## src/brf_pkg.sv

```systemverilog
`timescale 1ns / 1ps
// ----------------------------------------------------------------------------
// brf_pkg
// Shared widths, command codes and controller/datapath interface types.
// ----------------------------------------------------------------------------
package brf_pkg;

  localparam int CNT_W  = 11;
  localparam int BYTE_W = 8;
  localparam int BLEN_W = 7;
  localparam int CMD_W  = 2;

  typedef enum logic [CMD_W-1:0] {
    CMD_PUSH  = 2'd0,
    CMD_POP   = 2'd1,
    CMD_PEEK  = 2'd2,
    CMD_CLEAR = 2'd3
  } cmd_e;

  // controller -> datapath
  typedef struct packed {
    logic push;      // store push byte (if room) and post its result
    logic clear;     // empty the queue and post its result
    logic single;    // post a no-data result for an empty burst
    logic start;     // burst begins: load read cursor
    logic rd_issue;  // read one byte at the cursor
    logic rd_last;   // this read is the final byte of the burst
    logic pop;       // burst removes the bytes it reads
  } ctrl_cmd_t;

  // datapath -> controller
  typedef struct packed {
    logic [CNT_W-1:0] fill;
    logic             drain_ok;  // read pipe empty and output slot free
    logic             rd_ok;     // a read may be issued this cycle
  } dp_stat_t;

endpackage

```

## src/brf_ctrl.sv

```systemverilog
`timescale 1ns / 1ps
// ----------------------------------------------------------------------------
// brf_ctrl
// Command decode and burst sequencer: accepts items, counts burst reads.
// ----------------------------------------------------------------------------
module brf_ctrl #(
  parameter int MAX_BURST = 64
) (
  input  logic                         clk_i,
  input  logic                         rst_ni,
  input  logic                         in_valid_i,
  output logic                         in_ready_o,
  input  logic [brf_pkg::CMD_W-1:0]    command_i,
  input  logic [brf_pkg::BLEN_W-1:0]   burst_len_i,
  input  brf_pkg::dp_stat_t            stat_i,
  output brf_pkg::ctrl_cmd_t           cmd_o
);
  import brf_pkg::*;

  typedef enum logic {
    ST_IDLE,
    ST_BURST
  } state_e;

  localparam logic [BLEN_W-1:0] MaxB = BLEN_W'(MAX_BURST);

  state_e             state_q, state_d;
  logic [BLEN_W-1:0]  remain_q, remain_d;
  logic               pop_q, pop_d;
  logic               accept;
  logic [BLEN_W-1:0]  blen_sat;
  logic [BLEN_W-1:0]  n_bytes;

  assign in_ready_o = (state_q == ST_IDLE) && stat_i.drain_ok;
  assign accept     = in_valid_i && in_ready_o;

  assign blen_sat = (burst_len_i > MaxB) ? MaxB : burst_len_i;
  assign n_bytes  = (CNT_W'(blen_sat) < stat_i.fill) ? blen_sat
                                                     : stat_i.fill[BLEN_W-1:0];

  always_comb begin
    state_d  = state_q;
    remain_d = remain_q;
    pop_d    = pop_q;
    cmd_o    = '0;
    case (state_q)
      ST_IDLE: begin
        if (accept) begin
          case (cmd_e'(command_i))
            CMD_PUSH:  cmd_o.push  = 1'b1;
            CMD_CLEAR: cmd_o.clear = 1'b1;
            default: begin
              if (n_bytes == '0) begin
                cmd_o.single = 1'b1;
              end else begin
                cmd_o.start = 1'b1;
                remain_d    = n_bytes;
                pop_d       = (cmd_e'(command_i) == CMD_POP);
                state_d     = ST_BURST;
              end
            end
          endcase
        end
      end
      ST_BURST: begin
        cmd_o.pop = pop_q;
        if (stat_i.rd_ok) begin
          cmd_o.rd_issue = 1'b1;
          cmd_o.rd_last  = (remain_q == BLEN_W'(1));
          remain_d       = remain_q - BLEN_W'(1);
          if (remain_q == BLEN_W'(1)) begin
            state_d = ST_IDLE;
          end
        end
      end
      default: state_d = ST_IDLE;
    endcase
  end

  always_ff @(posedge clk_i or negedge rst_ni) begin
    if (!rst_ni) begin
      state_q  <= ST_IDLE;
      remain_q <= '0;
      pop_q    <= 1'b0;
    end else begin
      state_q  <= state_d;
      remain_q <= remain_d;
      pop_q    <= pop_d;
    end
  end

endmodule

```

## config.mk

```make
export PLATFORM = sky130hd
export DESIGN_NAME = brf_ctrl
export DESIGN_NICKNAME = d
export VERILOG_FILES = /design/src/brf_pkg.sv /design/src/brf_ctrl.sv
export SDC_FILE = /design/constraint.sdc
export NUM_CORES = 1
export LEC_CHECK = 0
export BUFFER_PORTS_ARGS = -buffer_cell sky130_fd_sc_hd__buf_2
export CAP_MARGIN = 20
export CORE_UTILIZATION = 49
export CTS_BUF_LIST = sky130_fd_sc_hd__clkbuf_4 sky130_fd_sc_hd__clkbuf_8
export CTS_CLUSTER_SIZE = 20
export DETAILED_ROUTE_END_ITERATION = 12
export PLACE_DENSITY_LB_ADDON = 0.3
export SYNTH_ARGS = -nofsm -noshare
export SYNTH_HDL_FRONTEND = slang
export SYNTH_SLANG_ARGS = --single-unit
export TNS_END_PERCENT = 100
```

## constraint.sdc

```tcl
create_clock -name clk_i -period 2.1 [get_ports clk_i]
set_clock_uncertainty 0.2 [all_clocks]
set_input_delay 0.105 -clock clk_i [delete_from_list [all_inputs] [get_ports clk_i]]
set_output_delay 0.105 -clock clk_i [all_outputs]
set_load 0.005 [all_outputs]
```

==> results of run 1 <==
-- flip-flops by register name, indices dropped and copies added (netlist names) --
signal / count
pop_q: 1
remain_q: 7
state_q: 1
-- kinds of logic (layout without fill, tap and decap cells) --
group,count (synthesis),count (layout),share of synthesized area [%]
multiplexers,3,3,3.049
adder cells (fa/ha/maj),11,11,11.57
buffers and inverters,18,94,6.309
flip-flops,9,9,18.93
AO/OA/AOI/OAI,36,36,26.60
AND/OR/NAND/NOR,63,63,33.55
-- power groups by stage --
stage / Combinational [mW] / Sequential, mW / Clock (mW)
final: 0.809 / 0.383 / 0.149
after global routing: 0.898 / 0.393 / 0.156
after CTS: 0.703 / 0.361 / 0.150
after detailed placement: 0.673 / 0.361 / 0
after global placement: 0.625 / 0.353 / 0
after floorplan: 0.438 / 0.331 / 0
-- critical path: cells and delay by family --
family	cells	cell delay, ns
AND/OR/NAND/NOR	3	0.48
buffers and inverters	4	0.53
adder cells (fa/ha/maj)	1	0.22
multiplexers	1	0.12
AO/OA/AOI/OAI	2	0.36
-- synth_stat cells (all sizes together) (2+ instances only) --
| library cell | n |
|---|---|
| mux2 | 2 |
| o211ai | 5 |
| nor2b | 3 |
| or3 | 2 |
| or4 | 2 |
| and2 | 6 |
| o31ai | 2 |
| nand4 | 2 |
| nor2 | 9 |
| clkbuf | 2 |
| o211a | 3 |
| a31oi | 2 |
| a211oi | 3 |
| o41ai | 2 |
| a21o | 3 |
| ha | 11 |
| a21oi | 6 |
| nand3 | 6 |
| dfrtp | 9 |
| o21ai | 4 |
| nand2 | 8 |
| and2b | 4 |
| inv | 15 |
| and3 | 3 |
| nor4 | 7 |
| o311ai | 2 |
| nor3 | 5 |
-- repair_timing --
action	in CTS	in global routing
hold buffers	2	0
resized for setup	9	25
endpoints found under the setup margin	6	10
pin swaps	4	8
buffers inserted	4	2
hold endpoints to repair	10	0
-- metal layers --
metal  up-vias  wire length, um  part of all wire [%]  track usage (%)
li1        684                -                     -                -
met3        31              232                   5.5            5.060
met2        92             2119                    50            55.04
met4         0              281                   6.6            21.17
met1       712             1624                    38            36.67
met5         -                0                     0                0
-- worst max path at each step --
stage,cells past startpoint,end
finish,11,cmd_o[4]
floorplan,10,pop_q
CTS,11,cmd_o[3]
detailed placement,8,pop_q
global placement,8,pop_q
global route,11,cmd_o[4]
-- per-stage QoR --
stage	total power, mW	TNS, ns	util [%]
after floorplan	0.7690	-0.1978	-
after global placement	0.9774	-1.568	72.25
after detailed placement	1.034	-2.540	72.25
after CTS	1.214	0	77.80
after global routing	1.446	-0.1390	84.24
final	1.342	-0.02358	84.24
-- area by class of cell --
cell class	instances	area, um2
inverter	15	56.30
timing repair buffer	75	509.2
sequential	9	225.2
clock buffer	4	30.03
multi-input combinational	113	1044
tap	28	35.03
fill	140	355.3
==> results.ini, run 1 <==
[setup_path]
critical_path.max_stage_delay_ns=0.25
slowest_stage=and2b_2
worstPathCellList=buf_6, and2b_2, ha_4, o211a_1, buf_4, o211ai_4, nand2_2, buf_4, mux2i_1, nor2_1, buf_2
critPathLaunchType=primary input
reg2regPathDepth=6
cp.required_ns=1.79
crit_type=primary input to output pin
path_common_cell=buf_4
r2r_slack_ns=0.09
cp_max_fo=7
worstSetupEndpointType=output pin
r2r-end=remain_q[2]
timing.rr.start=state_q
crit_path_start=burst_len_i[6]
arrival_ns=1.82

[synthesis]
ys_seq_elements=9
yosysWarnings=0
syn_inst=140
synthArstFlopShare_pct=100.0
ys_top_cells_by_area=dfrtp_1 (19%), ha_1 (12%), inv_1 (4.7%)
synth_top_area_cell=dfrtp_1
seq_area_frac_synth_pct=18.93
syn_area_mm2=0.001190
synth-edff-count=0
ys_types=51
synth_top_area_share_pct=18.93
synth_flop_cell=dfrtp_1
synth_nets=176
avgSynthCellArea_um2=8.499

[sta]
holdWs_ns=0.009638
slew_headroom_pct=61.57
rsz0062_at_grt=yes
period_needed_ns=2.124
finalSetupViolCount=1
setup_ws_ns=-0.02358
min_period_over_period_pct=101.1
hold_viol=0
tightestPinTransition_ns=0.5692
drv_slew=0
fmax_mhz=470.9

[drt]
vias=1519
drc_errors=0
wire_per_inst_um=17.44
antenna_left=0
dr.first_iter.drc_count=71
drtPass1Iterations=5
viasPerCell=6.225
routed_wl_mm=4.256

[pwr]
seqPwrFrac_pct=28.6
power.net_switching_uw=609.9
power_frac_comb_pct=60.3
ir_worst_vdd_mv=0.5582
cellLeakagePower_nw=0.9435
powerDensity_mw_per_mm2=706.3
p_clk_share_pct=11.1
swShare_pct=45.46
internal_power_uw=731.6

[grt]
grt_max_degree=14
grt_pass1_vias=1366
grt_pass1_wl_mm=6.251
grt_overflow=0
grtUsageTotal_pct=32.20
antenna_found_initial=0

[run_status]
status=finished with violations
violations=setup timing

[placed_design]
place_congestion=0.9396
dpl_worst_slack_ns=-0.3502
dpl.cell_count=232
place_area_mm2=0.001629
port-buffer-count=32
hpwl_mm=2.864

[floorplan]
initial_core_util_pct=52.77
ios=33
rows=17
chipHeight_um=51.28
core_area_mm2=0.002255
die_x_um=51.28
die_area_mm2=0.002630

[cells_and_area]
instances_no_fill=244
layout.nets=253
drive_gt1_share_pct=52.31
antenna_cells=0
synthToLayoutAreaGrowth_pct=59.62
final_cell_mix=buf_4 (37), buf_2 (31), inv_1 (15)
final_area_mm2=0.001899
final_common_cell=buf_4

[clocking]
tritoncts=done
clock_path_buffers=2
cts_buffers=3
cts_root_buf=clkbuf_4
clk_pin_slew_ns=0.06
h-tree-depth=1
clk_latency_ns=0.27
cts.sinks=9

[worst_hold_path]
hp-class=primary input to async pin

[flow_run]
cap_violations=0

Note: power is estimated with default switching activity, not from simulation.
==> run 2: changes to the inputs <==
==> constraint.sdc (replaced) <==
create_clock -name clk_i -period 1.8 [get_ports clk_i]
set_clock_uncertainty 0.2 [all_clocks]
set_input_delay 0.18 -clock clk_i [delete_from_list [all_inputs] [get_ports clk_i]]
set_output_delay 0.18 -clock clk_i [all_outputs]
set_load 0.005 [all_outputs]
==> run 2 against run 1 <==
The flow now stops in global routing. Synthesized cell count unchanged. Synthesized area did not move.
==> results.ini, run 2 <==
[run_status]
status=stopped before the end
haltStage=global routing
error=[ERROR DPL-0033] detailed placement checks failed during check placement.

[floorplan]
chipHeight_um=51.28
initial_core_util_pct=52.77
die_x_um=51.28
rows=17
ios=33

[synthesis]
seq_area_frac_synth_pct=18.93
synth_nets=176
synth_top_area_share_pct=18.93
avgSynthCellArea_um2=8.499
syn_inst=140
synth_top_area_cell=dfrtp_1
post-synth-top-count-cell=inv_1
ys_seq_elements=9
syn_area_mm2=0.001190
synth_flop_cell=dfrtp_1
synth-edff-count=0
synth_commonest_cells=inv_1 (15), ha_1 (11), dfrtp_1 (9), nor2_1 (9)
yosysWarnings=0
synthArstFlopShare_pct=100.0
ys_top_cells_by_area=dfrtp_1 (19%), ha_1 (12%), inv_1 (4.7%)
ys_types=51

[placed_design]
port-buffer-count=32
hpwl_mm=2.986
dpl_worst_slack_ns=-0.6867
place_congestion=0.8432

[grt]
grt_max_degree=14
antenna_found_initial=0

[sta]
worstEpCategory=top-level output
grt-worst-endpoint=cmd_o[3]

[clocking]
cts_root_buf=clkbuf_4
h-tree-depth=1
cts.sinks=9
cts_buffers=3
clock_path_buffers=2

run 2: per-stage QoR:
stage               hold slack (ns)  instances  area (um2)  util (%)  setup TNS (ns)
global placement            -0.1607        241        1705     75.64          -5.799
CTS                         0.08828        259        1962     87.01          -3.192
floorplan                   -0.3156        140        1209         -          -3.429
detailed placement          -0.1576        241        1705     75.64          -6.619
run 2: logic make-up after synthesis:
| group | share of synthesized area, % |
|---|---|
| buffers and inverters | 6.309 |
| multiplexers | 3.049 |
| AO/OA/AOI/OAI | 26.60 |
| AND/OR/NAND/NOR | 33.55 |
| adder cells (fa/ha/maj) | 11.57 |
| flip-flops | 18.93 |
run 2: repair_timing:
| item | in CTS |
|---|---|
| resized for setup | 28 |
| hold buffers | 1 |
| gates cloned | 0 |
| endpoints found under the setup margin | 12 |
| setup buffers | 13 |
| pin swaps | 12 |
| endpoints found under the hold margin | 9 |
==> run 3: changes to the inputs <==
--- a/config.mk
+++ b/config.mk
@@ -7,11 +7,10 @@
 export LEC_CHECK = 0
 export BUFFER_PORTS_ARGS = -buffer_cell sky130_fd_sc_hd__buf_2
 export CAP_MARGIN = 20
-export CORE_UTILIZATION = 49
-export CTS_BUF_LIST = sky130_fd_sc_hd__clkbuf_4 sky130_fd_sc_hd__clkbuf_8
-export CTS_CLUSTER_SIZE = 20
+export CORE_AREA = 2 2 63 65
 export DETAILED_ROUTE_END_ITERATION = 12
-export PLACE_DENSITY_LB_ADDON = 0.3
+export DIE_AREA = 0 0 65 67
+export PLACE_DENSITY_LB_ADDON = 0.15
 export SYNTH_ARGS = -nofsm -noshare
 export SYNTH_HDL_FRONTEND = slang
 export SYNTH_SLANG_ARGS = --single-unit
==> constraint.sdc (replaced) <==
create_clock -name clk_i -period 2.34 [get_ports clk_i]
set_clock_uncertainty 0.2 [all_clocks]
set_input_delay 0.234 -clock clk_i [delete_from_list [all_inputs] [get_ports clk_i]]
set_output_delay 0.234 -clock clk_i [all_outputs]
set_load 0.005 [all_outputs]
==> run 3 against run 2 <==
The flow now finishes without violations.
==> results.ini, run 3 (synthesis results as in run 1) <==
[clocking]
clock_path_buffers=2
clk_latency_ns=0.24
h-tree-depth=1
cts_root_buf=clkbuf_8
cts_buffers=3
tritoncts=done
clk_pin_slew_ns=0.05
cts.sinks=9

[grt]
busiest_layer=met2
use_met2_pct=34.15
grt_pass1_vias=1399
grtUsageMet1_pct=22.26
grtUsageTotal_pct=18.79
grt_overflow=0
grt_pass1_wl_mm=6.306
use_met3_pct=0.6757
grt_max_degree=14
antenna_found_initial=0

[sta]
drv_slew=0
slew_headroom_pct=59.31
period_needed_ns=2.313
tightestPinTransition_ns=0.6048
setup_ws_ns=0.02690
finalSetupViolCount=0
rsz0062_at_grt=yes
hold_viol=0
fmax_mhz=432.3
tns_ns=0
min_period_over_period_pct=98.85

[floorplan]
initial_core_util_pct=33.00
die_area_mm2=0.004355
die_x_um=65
ios=33
core_area_mm2=0.003606
rows=22
chipHeight_um=67

[drt]
drtPass1Iterations=4
viasPerCell=5.248
antenna_left=0
drc_errors=0
vias=1333
wire_per_inst_um=14.64
dr.first_iter.drc_count=100
routed_wl_mm=3.718

[pwr]
internal_power_uw=639.7
ir_worst_vdd_mv=0.2193
swShare_pct=42.23
cellLeakagePower_nw=0.8806
power_frac_comb_pct=53.8
seqPwrFrac_pct=29.0
power.net_switching_uw=467.6
powerDensity_mw_per_mm2=632.1
p_clk_share_pct=17.2

[cells_and_area]
instances_no_fill=254
drive_gt1_share_pct=44.17
synthToLayoutAreaGrowth_pct=47.21
antenna_cells=0
regMostFlops=remain_q
final_common_cell=buf_4
final_cell_mix=buf_4 (33), buf_2 (31), inv_1 (15)
largest_reg_flops=7
reg.largest.list=remain_q: 7 flops, pop_q: 1 flops, state_q: 1 flops
final_util_pct=48.58
layout.nets=243

[placed_design]
hpwl_mm=2.985
place_congestion=0.8052
dpl_worst_slack_ns=-0.2782
port-buffer-count=32
dpl.cell_count=244

[run_status]
status=complete, no violations

[setup_path]
worstPathCellList=buf_4, and2b_2, ha_4, a21o_1, o211a_4, or3_4, nand2_4, buf_2
cp.required_ns=1.91
slowest_stage=or3_4
cp_max_fo=8
critPathLaunchType=primary input
worstSetupEndpointType=output pin
crit_type=primary input to output pin
arrival_ns=1.88
critical_path.max_stage_delay_ns=0.41

[flow_run]
cap_violations=0

[worst_hold_path]
hp-class=primary input to flip-flop

==> run 3: what timing repair did <==
action,in CTS,in global routing
endpoints found under the setup margin,3,4
setup buffers,4,1
hold buffers,1,0
endpoints found under the hold margin,9,0
resized for setup,5,7
pin swaps,2,3
==> run 3: final timing paths <==
kind	start	cells past startpoint	to	slack (ns)
setup / recovery	burst_len_i[6]	8	cmd_o[3]	0.03
hold / removal	stat_i[0]	3	state_q	0.15
setup reg to reg	state_q	6	remain_q[6]	0.36
hold reg to reg	pop_q	1	pop_q	0.32
max in group asynchronous	rst_ni	2	remain_q[4]	1.57
min in group asynchronous	rst_ni	2	remain_q[6]	0.18
==> run 3: critical path, delay by kind of cell <==
kind	cells	cell delay, ns
buffers and inverters	2	0.23
and+or+nand+nor	3	0.75
AOI/OAI and AO/OA	2	0.43
adders and majority gates	1	0.22
==> run 3: power by group through the flow <==
stage	sequential (mW)	combinational [mW]	clock, mW
final	0.321	0.596	0.190
after global routing	0.339	0.674	0.201
after CTS	0.318	0.579	0.190
after detailed placement	0.320	0.566	0
after global placement	0.317	0.554	0
after floorplan	0.297	0.393	0
==> run 3: layer usage <==
| metal | vias up | wire (um) |
|---|---|---|
| li1 | 664 | - |
| met1 | 622 | 1694 |
| met2 | 38 | 1787 |
| met3 | 9 | 118 |
| met4 | 0 | 119 |
| met5 | - | 0 |
==> run 3: per-stage QoR <==
| step | total power [mW] | instance area [um2] | hold slack, ns |
|---|---|---|---|
| after global routing | 1.214 | 1752 | 0.1987 |
| after global placement | 0.8710 | 1594 | -0.1007 |
| after detailed placement | 0.8859 | 1594 | -0.09829 |
| after CTS | 1.088 | 1710 | 0.1658 |
| after floorplan | 0.6901 | 1200 | -0.2616 |
| final | 1.107 | 1752 | 0.1548 |
==> run 3: layout make-up <==
class | count | area, um2
fillers | 374 | 1854
well taps | 48 | 60.06
multi-input cells | 113 | 952.2
flip-flops and latches | 9 | 225.2
clock buffers | 4 | 45.04
inverters | 15 | 56.30
repair buffers | 65 | 412.9
==> run 4: changes to the inputs <==
==> constraint.sdc (replaced) <==
create_clock -name clk_i -period 2 [get_ports clk_i]
set_clock_uncertainty 0.2 [all_clocks]
set_input_delay 0.2 -clock clk_i [delete_from_list [all_inputs] [get_ports clk_i]]
set_output_delay 0.2 -clock clk_i [all_outputs]
set_load 0.005 [all_outputs]
==> run 4 against run 3 <==
The run now ends with setup timing left. Critical path depth did not move. Register-to-register slack got worse by 0.36 ns. Utilization up 11 points. Non-clock buffer count grew 24.
==> results.ini, run 4 (synthesis results as in run 1) <==
[setup_path]
cp.required_ns=1.60
crit_family=simple AND/OR/NAND/NOR gates
worstPathCellList=buf_8, and2b_2, ha_4, a21o_1, o211a_4, or3_4, nand2_4, buf_6
critPathLaunchType=primary input
crit_type=primary input to output pin
arrival_ns=1.77
slowest_stage=or3_4
critical_path.max_stage_delay_ns=0.39
worstSetupEndpointType=output pin
crit_buf_inv=2
cp_max_fo=7

[sta]
hold_viol=0
tightestPinTransition_ns=0.4758
rsz0062_at_grt=yes
period_needed_ns=2.173
slew_headroom_pct=68.04
drv_slew=0
setup_ws_ns=-0.1726
fmax_mhz=460.3
min_period_over_period_pct=108.6
finalSetupViolCount=10

[floorplan]
die_area_mm2=0.004355
initial_core_util_pct=33.00
core_area_mm2=0.003606
ios=33
rows=22
die_x_um=65
chipHeight_um=67

[drt]
viasPerCell=5.201
dr.first_iter.drc_count=157
wire_per_inst_um=14.53
drc_errors=0
routed_wl_mm=4.038
antenna_left=0
drtPass1Iterations=4
vias=1446

[cells_and_area]
final_area_mm2=0.002137
nFillCells=334
largest_reg_flops=7
final_cell_mix=buf_4 (44), buf_2 (29), inv_1 (15)
antenna_cells=0
synthToLayoutAreaGrowth_pct=79.60
multiInputGateArea_mm2=0.001084
drive_gt1_share_pct=57.83
layout.nets=267
ff_latch_area_um2=225.2
final_common_cell=buf_4
regMostFlops=remain_q
reg.largest.list=remain_q: 7 flops, pop_q: 1 flops, state_q: 1 flops

[grt]
antenna_found_initial=0
grt_pass1_vias=1414
grt_max_degree=14
grt_pass1_wl_mm=6.568
grtUsageTotal_pct=19.37
grt_overflow=0

[flow_run]
cap_violations=0

[clocking]
cts_root_buf=clkbuf_8
tritoncts=done
cts.sinks=9
clk_latency_ns=0.25
clock_path_buffers=2
clk_pin_slew_ns=0.05
cts_buffers=3
h-tree-depth=1

[run_status]
violations=setup timing
status=finished with violations

[placed_design]
place_congestion=0.8028
place_area_mm2=0.001692
hpwl_mm=2.885
port-buffer-count=32

[pwr]
power_mw=1.479
powerDensity_mw_per_mm2=692.2
cellLeakagePower_nw=1.038
ir_worst_vdd_mv=0.2514

[worst_hold_path]
hp-class=primary input to async pin

[run 4: changes by cell type in the layout (fill, tap and decap cells not counted), sizes merged]
| cell | previous run | this run |
|---|---|---|
| buf | 64 | 88 |
[run 4: path summary, 6_finish.rpt]
kind,startpoint,endpoint,slack [ns],cells after the start
max,burst_len_i[6],cmd_o[3],-0.17,8
min,rst_ni,pop_q,0.14,2
max reg2reg,state_q,remain_q[0],0,9
min reg2reg,pop_q,pop_q,0.31,1
max in group asynchronous,rst_ni,remain_q[4],1.27,2
min in group clk_i,stat_i[0],state_q,0.15,3
[run 4: layer usage]
layer	global-route usage, %	vias to the layer above	routed length [um]
li1	-	711	-
met2	34.02	38	1988
met5	0	-	0
met1	24.03	687	1847
met3	1.182	10	103
met4	9.309	0	98
[run 4: final cells by class]
type	instances	area share (%)
clock buffer	4	2.108
inverter	15	2.635
multi-input combinational	113	50.70
tap	48	2.810
sequential	9	10.54
timing repair buffer	89	31.21
[run 4: timing repair]
action                                  CTS  global route
resized for setup                        29            25
hold buffers                              1             0
endpoints found under the setup margin   11            11
pin swaps                                10            11
endpoints found under the hold margin     9             0
setup buffers                             9             7
[run 4: through the flow]
step | hold WS, ns | TNS (ns) | setup slack, ns | utilization [%] | instances
5_1_grt | 0.1681 | -1.518 | -0.2074 | 59.26 | 278
4_1_cts | 0.1437 | -0.7813 | -0.1367 | 54.09 | 271
3_5_place_dp | -0.1279 | -5.144 | -0.5792 | 46.91 | 257
2_1_floorplan | -0.2956 | -1.636 | -0.3331 | - | 140
3_3_place_gp | -0.1354 | -4.365 | -0.5002 | 46.91 | 257
6_report | 0.1409 | -0.9153 | -0.1726 | 59.26 | 278
[run 4: where the power goes]
part           total [mW]  switching, mW  internal [mW]
Combinational       0.861          0.408          0.453
Sequential          0.388          0.119          0.269
Clock               0.230         0.0893          0.140
